===== config.mk =====
export PLATFORM = sky130hd
export DESIGN_NAME = ecg_sample_recorder_stats_core
export DESIGN_NICKNAME = d
export VERILOG_FILES = /design/src/design/ecgrec_pkg.sv /design/src/design/ecgrec_front.sv /design/src/design/ecgrec_queue.sv /design/src/design/ecgrec_back.sv /design/src/design/ecg_sample_recorder_stats_core.sv
export VERILOG_INCLUDE_DIRS = /design/src /design/src/design
export SDC_FILE = /design/constraint.sdc
export NUM_CORES = 2
export LEC_CHECK = 0
export BUFFER_PORTS_ARGS = -buffer_cell sky130_fd_sc_hd__buf_2
export CAP_MARGIN = 5
export CORE_AREA = 2 2 376 378
export DETAILED_ROUTE_END_ITERATION = 10
export DIE_AREA = 0 0 378 380
export MAX_ROUTING_LAYER = met4
export PLACE_DENSITY = 0.67
export SLEW_MARGIN = 5
export SYNTH_ARGS = -nofsm -noshare
export SYNTH_HDL_FRONTEND = slang
export SYNTH_SLANG_ARGS = --single-unit

===== constraint.sdc =====
create_clock -name clock -period 20.1 [get_ports clock]
set_input_delay 0 -clock clock [delete_from_list [all_inputs] [get_ports clock]]
set_output_delay 0 -clock clock [all_outputs]
set_load 0.01 [all_outputs]

===== src/design/ecg_sample_recorder_stats_core_defines.svh =====
// assertion macros used by the ecg recorder back end
// expects signals named clock and reset in the asserting module
`ifndef ECG_SAMPLE_RECORDER_STATS_CORE_DEFINES_SVH
`define ECG_SAMPLE_RECORDER_STATS_CORE_DEFINES_SVH

// same-cycle implication
`define ECGREC_ASSERT_IMPLY(label, ante, cons, msg) \
   label: assert property (@(posedge clock) disable iff (reset) (ante) |-> (cons)) \
      else $error(msg);

// next-cycle implication
`define ECGREC_ASSERT_NEXT(label, ante, cons, msg) \
   label: assert property (@(posedge clock) disable iff (reset) (ante) |=> (cons)) \
      else $error(msg);

`endif


===== src/design/ecgrec_pkg.sv =====
// types and constants for the ecg sample recorder
// used by every module of the block; no dependencies
`timescale 1ns / 1ps

package ecgrec_pkg;

   // operation codes of a request
   typedef enum logic [1:0] {
      OP_SAMPLE = 2'd0,
      OP_START  = 2'd1,
      OP_STOP   = 2'd2
   } op_type;

   // status codes of a response
   typedef enum logic [1:0] {
      ST_STORED   = 2'd0,
      ST_IGNORED  = 2'd1,
      ST_OUTSIDE  = 2'd2,
      ST_OVERFLOW = 2'd3
   } status_type;

   // register indexes of the csr port
   localparam int unsigned CsrIndexWidth = 3;
   localparam logic [CsrIndexWidth-1:0] CSR_WINDOW_MS    = 3'd0;
   localparam logic [CsrIndexWidth-1:0] CSR_CAPACITY     = 3'd1;
   localparam logic [CsrIndexWidth-1:0] CSR_CLIP_LOW     = 3'd2;
   localparam logic [CsrIndexWidth-1:0] CSR_CLIP_HIGH    = 3'd3;
   localparam logic [CsrIndexWidth-1:0] CSR_ECG_ENABLED  = 3'd4;

   // reset values of the registers
   localparam logic [31:0] WindowMsReset  = 32'd10000;
   localparam logic [16:0] CapacityReset  = 17'd11000;
   localparam logic [11:0] ClipLowReset   = 12'd0;
   localparam logic [11:0] ClipHighReset  = 12'd4095;

   // divide by 1000: q = (x * DivMagic) >> DivShift, exact for 32-bit x
   localparam logic [28:0] DivMagic   = 29'h10624DD3;
   localparam int unsigned ProdWidth  = 61;
   localparam int unsigned DivShift   = 38;
   localparam int unsigned QuotWidth  = ProdWidth - DivShift;
   localparam logic [31:0] UsPerMs    = 32'd1000;

   // request queue between front and back
   localparam int unsigned QueueDepth = 4;
   localparam int unsigned QueuePtrW  = 2;

   typedef struct packed {
      logic [1:0]  operation;
      logic [11:0] sample_value;
      logic [31:0] taken_us;
   } req_type;

   typedef struct packed {
      status_type  status;
      logic [15:0] slot_index;
      logic [31:0] stamp_ms;
      logic [11:0] value_out;
      logic [16:0] stored_count;
      logic [31:0] first_time_us;
      logic [31:0] last_time_us;
      logic [31:0] min_period_us;
      logic [31:0] max_period_us;
      logic [16:0] clip_low_total;
      logic [16:0] clip_high_total;
      logic        overflow_flag;
   } rsp_type;

   // classified request as handed from front to back
   typedef struct packed {
      logic [1:0]  operation;
      logic [11:0] sample_value;
      logic [31:0] taken_us;
      logic [31:0] quot_ms;
      logic [31:0] quot_inc_ms;
      logic [31:0] quot_inc_us;
   } item_type;

   // configuration seen by the back end
   typedef struct packed {
      logic [31:0] window_ms;
      logic [16:0] capacity;
      logic [11:0] clip_low_level;
      logic [11:0] clip_high_level;
      logic        ecg_enabled;
   } cfg_type;

endpackage


===== src/design/ecgrec_front.sv =====
// front end: two-stage pipeline that derives the millisecond stamp
// depends on ecgrec_pkg
`timescale 1ns / 1ps

module ecgrec_front (
   input  logic                 clock,
   input  logic                 reset,
   input  logic                 req_valid,
   output logic                 req_ready,
   input  ecgrec_pkg::req_type  req_data,
   output logic                 item_valid,
   input  logic                 item_ready,
   output ecgrec_pkg::item_type item_data
);

   logic                                 s1_valid_ff, s1_valid_in;
   ecgrec_pkg::req_type                  s1_req_ff;
   logic [ecgrec_pkg::ProdWidth-1:0]     s1_prod_ff, s1_prod_in;
   logic                                 s2_valid_ff, s2_valid_in;
   ecgrec_pkg::item_type                 s2_item_ff, s2_item_in;
   logic                                 s2_move, s1_take;
   logic [31:0]                          quot, quot_inc;

   // stage handshakes
   assign s2_move   = !s2_valid_ff || item_ready;
   assign req_ready = !s1_valid_ff || s2_move;
   assign s1_take   = s1_valid_ff && s2_move;

   // stage 1: reciprocal multiply
   assign s1_prod_in  = req_data.taken_us * ecgrec_pkg::DivMagic;
   assign s1_valid_in = (req_valid && req_ready) ? 1'b1 : (s2_move ? 1'b0 : s1_valid_ff);

   // stage 2: quotient, next stamp and its microsecond time
   always_comb begin
      quot     = {{(32 - ecgrec_pkg::QuotWidth){1'b0}},
                  s1_prod_ff[ecgrec_pkg::ProdWidth-1:ecgrec_pkg::DivShift]};
      quot_inc = quot + 32'd1;
      s2_item_in.operation    = s1_req_ff.operation;
      s2_item_in.sample_value = s1_req_ff.sample_value;
      s2_item_in.taken_us     = s1_req_ff.taken_us;
      s2_item_in.quot_ms      = quot;
      s2_item_in.quot_inc_ms  = quot_inc;
      // times 1000 as 1024 - 32 + 8
      s2_item_in.quot_inc_us  = (quot_inc << 10) - (quot_inc << 5) + (quot_inc << 3);
   end
   assign s2_valid_in = s1_take ? 1'b1 : (item_ready ? 1'b0 : s2_valid_ff);

   // control registers
   always_ff @(posedge clock) begin
      if (reset) begin
         s1_valid_ff <= 1'b0;
         s2_valid_ff <= 1'b0;
      end else begin
         s1_valid_ff <= s1_valid_in;
         s2_valid_ff <= s2_valid_in;
      end
   end

   // payload registers
   always_ff @(posedge clock) begin
      if (req_valid && req_ready) begin
         s1_req_ff  <= req_data;
         s1_prod_ff <= s1_prod_in;
      end
      if (s1_take) begin
         s2_item_ff <= s2_item_in;
      end
   end

   assign item_valid = s2_valid_ff;
   assign item_data  = s2_item_ff;

endmodule


===== src/design/ecgrec_queue.sv =====
// small request queue between front and back ends
// depends on ecgrec_pkg
`timescale 1ns / 1ps

module ecgrec_queue (
   input  logic                 clock,
   input  logic                 reset,
   input  logic                 in_valid,
   output logic                 in_ready,
   input  ecgrec_pkg::item_type in_data,
   output logic                 out_valid,
   input  logic                 out_ready,
   output ecgrec_pkg::item_type out_data
);

   ecgrec_pkg::item_type                entry_ff [ecgrec_pkg::QueueDepth];
   logic [ecgrec_pkg::QueuePtrW-1:0]    wr_ptr_ff, wr_ptr_in;
   logic [ecgrec_pkg::QueuePtrW-1:0]    rd_ptr_ff, rd_ptr_in;
   logic [ecgrec_pkg::QueuePtrW:0]      count_ff, count_in;
   logic                                push, pop;

   // full check does not look at the pop side
   assign in_ready  = count_ff != (ecgrec_pkg::QueuePtrW + 1)'(ecgrec_pkg::QueueDepth);
   assign out_valid = count_ff != '0;
   assign push      = in_valid && in_ready;
   assign pop       = out_valid && out_ready;
   assign out_data  = entry_ff[rd_ptr_ff];

   // pointer and count update
   always_comb begin
      wr_ptr_in = push ? wr_ptr_ff + 1'b1 : wr_ptr_ff;
      rd_ptr_in = pop ? rd_ptr_ff + 1'b1 : rd_ptr_ff;
      count_in  = count_ff;
      if (push && !pop) begin
         count_in = count_ff + 1'b1;
      end else if (pop && !push) begin
         count_in = count_ff - 1'b1;
      end
   end

   always_ff @(posedge clock) begin
      if (reset) begin
         wr_ptr_ff <= '0;
         rd_ptr_ff <= '0;
         count_ff  <= '0;
      end else begin
         wr_ptr_ff <= wr_ptr_in;
         rd_ptr_ff <= rd_ptr_in;
         count_ff  <= count_in;
      end
   end

   // storage
   always_ff @(posedge clock) begin
      if (push) begin
         entry_ff[wr_ptr_ff] <= in_data;
      end
   end

endmodule


===== src/design/ecgrec_back.sv =====
// back end: measurement state, statistics and response register
// depends on ecgrec_pkg and the assertion macro header
`timescale 1ns / 1ps
`include "ecg_sample_recorder_stats_core_defines.svh"

module ecgrec_back (
   input  logic                 clock,
   input  logic                 reset,
   input  ecgrec_pkg::cfg_type  cfg,
   input  logic                 item_valid,
   output logic                 item_ready,
   input  ecgrec_pkg::item_type item_data,
   output logic                 rsp_valid,
   input  logic                 rsp_ready,
   output ecgrec_pkg::rsp_type  rsp_data
);

   logic                armed_ff, armed_in;
   logic [31:0]         prev_stamp_ff, prev_stamp_in;
   logic [31:0]         stamp_inc_ff, stamp_inc_in;
   logic [31:0]         next_us_ff, next_us_in;
   logic [16:0]         sample_total_ff, sample_total_in;
   logic [31:0]         first_us_ff, first_us_in;
   logic [31:0]         last_us_ff, last_us_in;
   logic [31:0]         shortest_gap_ff, shortest_gap_in;
   logic [31:0]         longest_gap_ff, longest_gap_in;
   logic [16:0]         low_clips_ff, low_clips_in;
   logic [16:0]         high_clips_ff, high_clips_in;
   logic                overflowed_ff, overflowed_in;
   logic                rsp_valid_ff, rsp_valid_in;
   ecgrec_pkg::rsp_type rsp_ff, rsp_in;

   logic                pop, forced, store;
   logic [31:0]         stamp, time_us, gap;

   assign pop        = item_valid && (!rsp_valid_ff || rsp_ready);
   assign item_ready = !rsp_valid_ff || rsp_ready;

   // stamp forcing and gap
   always_comb begin
      forced  = (sample_total_ff != 17'd0) && (item_data.quot_ms <= prev_stamp_ff);
      stamp   = forced ? stamp_inc_ff : item_data.quot_ms;
      time_us = forced ? next_us_ff : item_data.taken_us;
      gap     = time_us - last_us_ff;
   end

   // request execution
   always_comb begin
      armed_in        = armed_ff;
      prev_stamp_in   = prev_stamp_ff;
      stamp_inc_in    = stamp_inc_ff;
      next_us_in      = next_us_ff;
      sample_total_in = sample_total_ff;
      first_us_in     = first_us_ff;
      last_us_in      = last_us_ff;
      shortest_gap_in = shortest_gap_ff;
      longest_gap_in  = longest_gap_ff;
      low_clips_in    = low_clips_ff;
      high_clips_in   = high_clips_ff;
      overflowed_in   = overflowed_ff;
      store           = 1'b0;

      rsp_in.status     = ecgrec_pkg::ST_IGNORED;
      rsp_in.slot_index = '0;
      rsp_in.stamp_ms   = '0;
      rsp_in.value_out  = '0;

      if (pop) begin
         case (item_data.operation)
            ecgrec_pkg::OP_START: begin
               if (!armed_ff) begin
                  armed_in        = 1'b1;
                  prev_stamp_in   = '0;
                  stamp_inc_in    = 32'd1;
                  next_us_in      = ecgrec_pkg::UsPerMs;
                  sample_total_in = '0;
                  first_us_in     = '0;
                  last_us_in      = '0;
                  shortest_gap_in = '1;
                  longest_gap_in  = '0;
                  low_clips_in    = '0;
                  high_clips_in   = '0;
                  overflowed_in   = 1'b0;
               end
            end
            ecgrec_pkg::OP_STOP: begin
               armed_in = 1'b0;
            end
            ecgrec_pkg::OP_SAMPLE: begin
               if (armed_ff && cfg.ecg_enabled) begin
                  rsp_in.stamp_ms = stamp;
                  if (stamp < cfg.window_ms) begin
                     if (sample_total_ff < cfg.capacity) begin
                        store = 1'b1;
                        if (sample_total_ff == 17'd0) begin
                           first_us_in = time_us;
                        end else begin
                           if (gap < shortest_gap_ff) begin
                              shortest_gap_in = gap;
                           end
                           if (gap > longest_gap_ff) begin
                              longest_gap_in = gap;
                           end
                        end
                        last_us_in = time_us;
                        if (item_data.sample_value <= cfg.clip_low_level) begin
                           low_clips_in = low_clips_ff + 17'd1;
                        end
                        if (item_data.sample_value >= cfg.clip_high_level) begin
                           high_clips_in = high_clips_ff + 17'd1;
                        end
                        prev_stamp_in     = stamp;
                        stamp_inc_in      = forced ? stamp_inc_ff + 32'd1
                                                   : item_data.quot_inc_ms;
                        next_us_in        = forced ? next_us_ff + ecgrec_pkg::UsPerMs
                                                   : item_data.quot_inc_us;
                        sample_total_in   = sample_total_ff + 17'd1;
                        rsp_in.status     = ecgrec_pkg::ST_STORED;
                        rsp_in.slot_index = sample_total_ff[15:0];
                        rsp_in.value_out  = item_data.sample_value;
                     end else begin
                        overflowed_in = 1'b1;
                        rsp_in.status = ecgrec_pkg::ST_OVERFLOW;
                     end
                  end else begin
                     rsp_in.status = ecgrec_pkg::ST_OUTSIDE;
                  end
               end
            end
            default: begin
               armed_in = armed_ff;
            end
         endcase
      end

      // statistics after this request
      rsp_in.stored_count    = sample_total_in;
      rsp_in.first_time_us   = first_us_in;
      rsp_in.last_time_us    = last_us_in;
      rsp_in.min_period_us   = shortest_gap_in;
      rsp_in.max_period_us   = longest_gap_in;
      rsp_in.clip_low_total  = low_clips_in;
      rsp_in.clip_high_total = high_clips_in;
      rsp_in.overflow_flag   = overflowed_in;

      rsp_valid_in = pop ? 1'b1 : (rsp_ready ? 1'b0 : rsp_valid_ff);
   end

   // state registers
   always_ff @(posedge clock) begin
      if (reset) begin
         armed_ff        <= 1'b0;
         prev_stamp_ff   <= '0;
         stamp_inc_ff    <= 32'd1;
         next_us_ff      <= ecgrec_pkg::UsPerMs;
         sample_total_ff <= '0;
         first_us_ff     <= '0;
         last_us_ff      <= '0;
         shortest_gap_ff <= '1;
         longest_gap_ff  <= '0;
         low_clips_ff    <= '0;
         high_clips_ff   <= '0;
         overflowed_ff   <= 1'b0;
         rsp_valid_ff    <= 1'b0;
      end else begin
         armed_ff        <= armed_in;
         prev_stamp_ff   <= prev_stamp_in;
         stamp_inc_ff    <= stamp_inc_in;
         next_us_ff      <= next_us_in;
         sample_total_ff <= sample_total_in;
         first_us_ff     <= first_us_in;
         last_us_ff      <= last_us_in;
         shortest_gap_ff <= shortest_gap_in;
         longest_gap_ff  <= longest_gap_in;
         low_clips_ff    <= low_clips_in;
         high_clips_ff   <= high_clips_in;
         overflowed_ff   <= overflowed_in;
         rsp_valid_ff    <= rsp_valid_in;
      end
   end

   // response payload
   always_ff @(posedge clock) begin
      if (pop) begin
         rsp_ff <= rsp_in;
      end
   end

   assign rsp_valid = rsp_valid_ff;
   assign rsp_data  = rsp_ff;

   // checks
   `ECGREC_ASSERT_IMPLY(a_pop_needs_slot, pop, (!rsp_valid_ff || rsp_ready), "request taken while response stalled")
   `ECGREC_ASSERT_IMPLY(a_gap_order, (sample_total_ff > 17'd1), (shortest_gap_ff <= longest_gap_ff), "min period above max period")
   `ECGREC_ASSERT_IMPLY(a_stamp_inc, (sample_total_ff != 17'd0), (stamp_inc_ff == prev_stamp_ff + 32'd1), "stamp increment out of step")
   `ECGREC_ASSERT_NEXT(a_overflow_sticky, (overflowed_ff && !(pop && item_data.operation == ecgrec_pkg::OP_START)), overflowed_ff, "overflow flag lost")
   `ECGREC_ASSERT_NEXT(a_slot_is_count, store, (rsp_ff.slot_index == sample_total_ff[15:0] - 16'd1), "slot index out of step with count")

endmodule


===== src/design/ecg_sample_recorder_stats_core.sv =====
// Timed ECG sample recorder: one request in and one response out per clock at full rate. A
// request passes a two-stage front end (the millisecond stamp is formed by a pipelined
// reciprocal multiply), a four-entry queue and a back end that updates the measurement
// statistics and loads the response register; each of these is registered in turn. Throughput,
// one request per cycle while responses are taken, is set by the back end's statistics update;
// either side may stall without stopping the other while the queue has room.
// Top level: configuration registers, input masking and the front, queue and back ends.
// Depends on ecgrec_pkg, ecgrec_front, ecgrec_queue and ecgrec_back.
`timescale 1ns / 1ps

module ecg_sample_recorder_stats_core #(
   parameter int unsigned DEPTH       = 65536,
   parameter int unsigned SAMPLE_BITS = 12
) (
   input  logic                                   clock,
   input  logic                                   reset,
   input  logic                                   req_valid,
   output logic                                   req_ready,
   input  ecgrec_pkg::req_type                    req_data,
   output logic                                   rsp_valid,
   input  logic                                   rsp_ready,
   output ecgrec_pkg::rsp_type                    rsp_data,
   input  logic                                   csr_wen,
   input  logic [ecgrec_pkg::CsrIndexWidth-1:0]   csr_index,
   input  logic [31:0]                            csr_wdata
);

   localparam logic [11:0] SampleMask = (SAMPLE_BITS >= 12) ? 12'hFFF
                                        : 12'((1 << SAMPLE_BITS) - 1);
   localparam logic [31:0] DepthLimit = 32'(DEPTH);

   ecgrec_pkg::cfg_type  cfg_ff, cfg_in;
   ecgrec_pkg::req_type  req_masked;
   ecgrec_pkg::item_type front_item, back_item;
   logic                 front_valid, front_ready, back_valid, back_ready;

   // csr writes, capacity clamped to the DEPTH parameter
   always_comb begin
      cfg_in = cfg_ff;
      if (csr_wen) begin
         case (csr_index)
            ecgrec_pkg::CSR_WINDOW_MS: begin
               cfg_in.window_ms = csr_wdata;
            end
            ecgrec_pkg::CSR_CAPACITY: begin
               cfg_in.capacity = ({15'b0, csr_wdata[16:0]} > DepthLimit) ? 17'(DEPTH)
                                                                         : csr_wdata[16:0];
            end
            ecgrec_pkg::CSR_CLIP_LOW: begin
               cfg_in.clip_low_level = csr_wdata[11:0];
            end
            ecgrec_pkg::CSR_CLIP_HIGH: begin
               cfg_in.clip_high_level = csr_wdata[11:0];
            end
            ecgrec_pkg::CSR_ECG_ENABLED: begin
               cfg_in.ecg_enabled = csr_wdata[0];
            end
            default: begin
               cfg_in = cfg_ff;
            end
         endcase
      end
   end

   always_ff @(posedge clock) begin
      if (reset) begin
         cfg_ff.window_ms       <= ecgrec_pkg::WindowMsReset;
         cfg_ff.capacity        <= ({15'b0, ecgrec_pkg::CapacityReset} > DepthLimit)
                                   ? 17'(DEPTH) : ecgrec_pkg::CapacityReset;
         cfg_ff.clip_low_level  <= ecgrec_pkg::ClipLowReset;
         cfg_ff.clip_high_level <= ecgrec_pkg::ClipHighReset;
         cfg_ff.ecg_enabled     <= 1'b1;
      end else begin
         cfg_ff <= cfg_in;
      end
   end

   // sample value kept to its converter width
   always_comb begin
      req_masked              = req_data;
      req_masked.sample_value = req_data.sample_value & SampleMask;
   end

   ecgrec_front u_front (
      .clock      (clock),
      .reset      (reset),
      .req_valid  (req_valid),
      .req_ready  (req_ready),
      .req_data   (req_masked),
      .item_valid (front_valid),
      .item_ready (front_ready),
      .item_data  (front_item)
   );

   ecgrec_queue u_queue (
      .clock     (clock),
      .reset     (reset),
      .in_valid  (front_valid),
      .in_ready  (front_ready),
      .in_data   (front_item),
      .out_valid (back_valid),
      .out_ready (back_ready),
      .out_data  (back_item)
   );

   ecgrec_back u_back (
      .clock      (clock),
      .reset      (reset),
      .cfg        (cfg_ff),
      .item_valid (back_valid),
      .item_ready (back_ready),
      .item_data  (back_item),
      .rsp_valid  (rsp_valid),
      .rsp_ready  (rsp_ready),
      .rsp_data   (rsp_data)
   );

endmodule


==> tab_implementation.tex <==
\begin{tabular}{lr}
\hline
Metric & Value \\
\hline
\multicolumn{2}{l}{\textbf{Job}} \\
\quad Max-cap violations & 0 \\
\multicolumn{2}{l}{\textbf{Power and ir drop}} \\
\quad Total leakage power & 0.0318 µW \\
\quad Total Power & approximately 13000 µW \\
\quad Maximum ir drop on the vdd rail & $\sim$0.40 mV \\
\quad Power density relative to cell area & roughly 170 nW/µm² \\
\multicolumn{2}{l}{\textbf{Worst hold path}} \\
\quad Path type of the worst min-delay path & in -> reg \\
\multicolumn{2}{l}{\textbf{Clock network}} \\
\quad TritonCTS clock tree & built \\
\quad \# clock sinks & 1271 \\
\quad Resize count post-CTS & 0 \\
\quad Clock-pin slew on the worst setup and hold paths & around 0.060 ns \\
\quad Number of buffers on the longest clock path & 3 \\
\quad Clock network latency to the later pin of the worst-skew pair & around 0.75 ns \\
\quad TritonCTS Buffers & 121 \\
\quad CTS root buf & sky130\_fd\_sc\_hd\_\_clkbuf\_16 \\
\quad Number of levels in the clock H-tree & 3 \\
\multicolumn{2}{l}{\textbf{Logic synthesis}} \\
\quad Number of flops mapped to enable cells by yosys & 911 \\
\quad Unique masters post-synth & 87 \\
\quad Area fraction of the dominant cell type after synthesis & 39.5\% \\
\quad Net count after synthesis & 6682 \\
\quad Sequential element share of the synthesized area & between 40\% and 50\% \\
\quad Largest area contributor in the netlist & sky130\_fd\_sc\_hd\_\_edfxtp\_1 \\
\quad Cells after Synth & 5653 \\
\quad Flop and latch count out of synthesis & 1271 \\
\quad Synthesized cell area & 69300 µm² \\
\quad Synthesized area per cell & 12.3 µm² \\
\quad Ys flop type & sky130\_fd\_sc\_hd\_\_edfxtp\_1 \\
\quad Dominant cells by area after synthesis & sky130\_fd\_sc\_hd\_\_edfxtp\_1 (39\%), sky130\_fd\_sc\_hd\_\_ha\_1 (11\%), sky130\_fd\_sc\_hd\_\_dfxtp\_1 (10\%), sky130\_fd\_sc\_hd\_\_fa\_1 (9.2\%), sky130\_fd\_sc\_hd\_\_inv\_1 (4.0\%) \\
\quad Yosys warning count & 0 \\
\quad Share of flip-flops with an asynchronous set or reset & 0\% \\
\multicolumn{2}{l}{\textbf{Global route}} \\
\quad Global-route wire length before repair & between 200000 and 300000 µm \\
\quad Residual overflow from global routing & 0 \\
\quad Maximum number of pins on one net before global-route repair & 95 \\
\quad Number of global-route vias before repair & 45417 \\
\quad Overall track demand over capacity in global routing & about a quarter \\
\quad Antenna violations before repair & 3 \\
\multicolumn{2}{l}{\textbf{Timing}} \\
\quad Worst-case headroom to the max-slew limit & roughly a quarter \\
\quad Setup repair after global routing missed its margin & no \\
\quad Post-route fraction of the period consumed by the critical path & between 50\% and 60\% \\
\quad Post-route setup TNS & 0 ns \\
\quad Clock Skew & 0.0429 ns \\
\quad Fmax & slightly above 90 MHz \\
\quad Final hold violation count & 0 \\
\quad Transition time of the tightest slew-check pin & 1.11 ns \\
\quad Min Clock Period, post-route & between 10 and 15 ns \\
\quad Number of max-slew violations in the final report & 0 \\
\quad Final-report setup violation count & 0 \\
\multicolumn{2}{l}{\textbf{Drt}} \\
\quad Wire per inst & 21.7 µm \\
\quad Number of nets still failing antenna checks after routing & 0 \\
\quad DRT Wirelength & 175000 µm \\
\quad Vias per cell & 5.69 \\
\quad DRT Pass-1 Iters & 6 \\
\quad Count of vias placed by the detailed router & 45832 \\
\quad First DRT Iteration DRCs & 4112 \\
\quad Final routed DRC violation total & 0 \\
\multicolumn{2}{l}{\textbf{Critical path}} \\
\quad Crit path arrival time & 11.49 ns \\
\quad Largest fanout on the critical path & 38 \\
\quad Req. time, crit path & 20.56 ns \\
\quad Worst Setup Start Kind & register \\
\quad Critical-path top delay cell & sky130\_fd\_sc\_hd\_\_dfxtp\_4 \\
\quad Number of cells traversed by the worst register-to-register path & 30 \\
\quad Slack of the worst reg-to-reg path & 9.07 ns \\
\quad Crit end category & register \\
\quad Crit Reg-Reg Endpoint & u\_back.rsp\_data[80] \\
\quad Stage delay of the slowest cell on the critical path & about 0.80 ns \\
\quad Category of the critical setup timing path & reg -> reg \\
\quad Worst setup path end & u\_back.rsp\_data[80] \\
\multicolumn{2}{l}{\textbf{Floorplan}} \\
\quad Die boundary width & 378 µm \\
\quad Core outline area & 139000 µm² \\
\quad Die area & 144000 µm² \\
\quad Starting density of the core & 49.8\% \\
\quad Die boundary height & 380 µm \\
\quad Floorplan row count & 137 \\
\quad Boundary Pins & 330 \\
\multicolumn{2}{l}{\textbf{Final layout}} \\
\quad Count of nets after finishing & 7096 \\
\quad Growth of design area from synthesis to finish & 13.1\% \\
\quad Final design area excluding fillers & 78400 µm² \\
\quad Share of layout cells above drive strength 1 & 12.3\% \\
\multicolumn{2}{l}{\textbf{Place}} \\
\quad Routability Congestion & 0.912 \\
\quad Half-perimeter wire length after placement & 124000 µm \\
\quad Total placed instance area & 73000 µm² \\
\quad Count of input and output buffers & approximately 330 \\
\multicolumn{2}{l}{\textbf{Run status}} \\
\quad Run status & completed \\
\hline
\end{tabular}
[metrics by stage]
step,utilization (%),cells,setup WS (ns),hold WS [ns]
2_1_floorplan,-,5653,10.42,0.0989
3_3_place_gp,52.4,7696,9.06,0.176
3_5_place_dp,52.4,7696,9.01,0.179
4_1_cts,56.3,8051,8.99,0.00330
5_1_grt,56.3,8053,8.35,0.0714
6_report,56.3,8054,9.07,0.0627
[power breakdown]
| group | total, µW | leakage (µW) | internal (µW) | switching, µW |
|---|---|---|---|---|
| Clock | 2330 | 0.00202 | 1330 | 1000 |
| Combinational | 6970 | 0.0184 | 2760 | 4210 |
| Sequential | 3720 | 0.0114 | 3450 | 274 |
| Total | 13000 | 0.0318 | 7540 | 5480 |
[worst min-delay path by stage]
stage            startpoint                     to  slack, ns  cells after the start
3_3_place_gp   req_data[35]  u_front.s1_req_ff[35]       0.18                      1
2_1_floorplan   req_data[0]  u_front.s1_prod_ff[0]        0.1                      0
3_5_place_dp   req_data[43]  u_front.s1_req_ff[43]       0.18                      1
5_1_grt           rsp_ready       u_back.rsp_valid       0.07                      5
6_report          rsp_ready       u_back.rsp_valid       0.06                      5
4_1_cts           rsp_ready       u_back.rsp_valid      0.003                      5
[state kept, by name, summed over array words and instances (netlist names), 24 cells and up, named ones only]
name / count
cfg_ff: 74
u_back.rsp_data: 242
u_queue.entry_ff: 480
u_back.first_us_ff: 32
u_back.longest_gap_ff: 32
u_back.stamp_inc_ff: 32
u_back.next_us_ff: 29
u_front.item_data: 120
u_back.prev_stamp_ff: 32
u_back.shortest_gap_ff: 32
u_front.s1_req_ff: 45
u_front.s1_prod_ff: 24
u_back.last_us_ff: 32
[metal layers]
metal | track usage, % | up-vias | share of wire [%]
met2 | 39.8 | 1577 | 48
met3 | 3.10 | 282 | 6.1
met5 | - | - | 0
met1 | 34.0 | 22786 | 43
li1 | - | 21187 | -
met4 | 8.02 | 0 | 3.2
[cells in the mapped netlist, types with 16 or more instances]
| cell | n |
|---|---|
| sky130_fd_sc_hd__a211oi_1 | 30 |
| sky130_fd_sc_hd__a21o_1 | 59 |
| sky130_fd_sc_hd__a21oi_1 | 276 |
| sky130_fd_sc_hd__a22o_1 | 128 |
| sky130_fd_sc_hd__a22oi_1 | 63 |
| sky130_fd_sc_hd__a31oi_1 | 52 |
| sky130_fd_sc_hd__and2_1 | 108 |
| sky130_fd_sc_hd__and3_1 | 54 |
| sky130_fd_sc_hd__buf_1 | 16 |
| sky130_fd_sc_hd__buf_2 | 39 |
| sky130_fd_sc_hd__clkbuf_1 | 156 |
| sky130_fd_sc_hd__dfxtp_1 | 360 |
| sky130_fd_sc_hd__edfxtp_1 | 911 |
| sky130_fd_sc_hd__fa_1 | 317 |
| sky130_fd_sc_hd__ha_1 | 626 |
| sky130_fd_sc_hd__inv_1 | 747 |
| sky130_fd_sc_hd__mux2_2 | 17 |
| sky130_fd_sc_hd__mux2i_1 | 45 |
| sky130_fd_sc_hd__mux4_2 | 120 |
| sky130_fd_sc_hd__nand2_1 | 384 |
| sky130_fd_sc_hd__nand2b_1 | 23 |
| sky130_fd_sc_hd__nand3_1 | 105 |
| sky130_fd_sc_hd__nand4_1 | 53 |
| sky130_fd_sc_hd__nor2_1 | 209 |
| sky130_fd_sc_hd__nor2b_1 | 27 |
| sky130_fd_sc_hd__nor3_1 | 53 |
| sky130_fd_sc_hd__nor4_1 | 19 |
| sky130_fd_sc_hd__o211ai_1 | 49 |
| sky130_fd_sc_hd__o21a_1 | 23 |
| sky130_fd_sc_hd__o21ai_0 | 191 |
| sky130_fd_sc_hd__o22ai_1 | 19 |
| sky130_fd_sc_hd__o31ai_1 | 33 |
| sky130_fd_sc_hd__or3_1 | 23 |
| sky130_fd_sc_hd__xnor2_1 | 67 |
| sky130_fd_sc_hd__xor2_1 | 47 |
[layout make-up]
cell class,count,area (µm²)
Clock buffer,164,3340
Multi-Input combinational cell,3422,31200
Timing Repair Buffer,504,3290
Inverter,747,2810
Clock inverter,67,790
Antenna cell,3,7.51
Sequential cell,1271,34600
Tap cell,1876,2350
Fill cell,11507,60800
[cells by family (layout without fill, tap and decap cells)]
family | after synthesis | after routing | share of synthesized area, %
AO/OA/AOI/OAI | 1062 | 1062 | 10.2
XOR/XNOR | 114 | 114 | 1.44
adder cells (fa/ha/maj) | 943 | 943 | 20.5
buffers and inverters | 960 | 1482 | 5.28
flip-flops | 1271 | 1271 | 49.9
multiplexers | 182 | 182 | 4.83
other | 0 | 3 | 0
AND/OR/NAND/NOR | 1121 | 1121 | 7.93
[repair_timing]
| item | CTS | global route |
|---|---|---|
| endpoints found under the setup margin | 0 | 0 |
| hold endpoints to repair | 161 | 0 |
| buffers inserted | 0 | 0 |
| hold buffers | 124 | 0 |
[worst max-delay path, delay by kind of cell, from the launching register on]
family | cells | cell delay (ns)
AOI/OAI and AO/OA | 11 | 2.96
muxes | 2 | 1.05
adders and majority gates | 3 | 1.13
buffers and inverters | 3 | 1.66
and+or+nand+nor | 10 | 2.52
DFF | 1 | 0.80
xor gates and xnor gates | 1 | 0.53
[cells in the final DEF, fill, tap and decap left out, types with 63 or more instances in the layout]
cell type / count
sky130_fd_sc_hd__buf_2: 328
sky130_fd_sc_hd__a22oi_1: 63
sky130_fd_sc_hd__inv_1: 745
sky130_fd_sc_hd__mux4_2: 120
sky130_fd_sc_hd__nor2_1: 206
sky130_fd_sc_hd__a21oi_1: 274
sky130_fd_sc_hd__a22o_1: 128
sky130_fd_sc_hd__clkbuf_16: 122
sky130_fd_sc_hd__edfxtp_1: 911
sky130_fd_sc_hd__xnor2_1: 67
sky130_fd_sc_hd__nand2_1: 383
sky130_fd_sc_hd__and2_1: 104
sky130_fd_sc_hd__fa_1: 317
sky130_fd_sc_hd__o21ai_0: 190
sky130_fd_sc_hd__ha_1: 625
sky130_fd_sc_hd__dlygate4sd3_1: 124
sky130_fd_sc_hd__nand3_1: 104
sky130_fd_sc_hd__dfxtp_1: 358
Note: power is estimated with default switching activity, not from simulation.
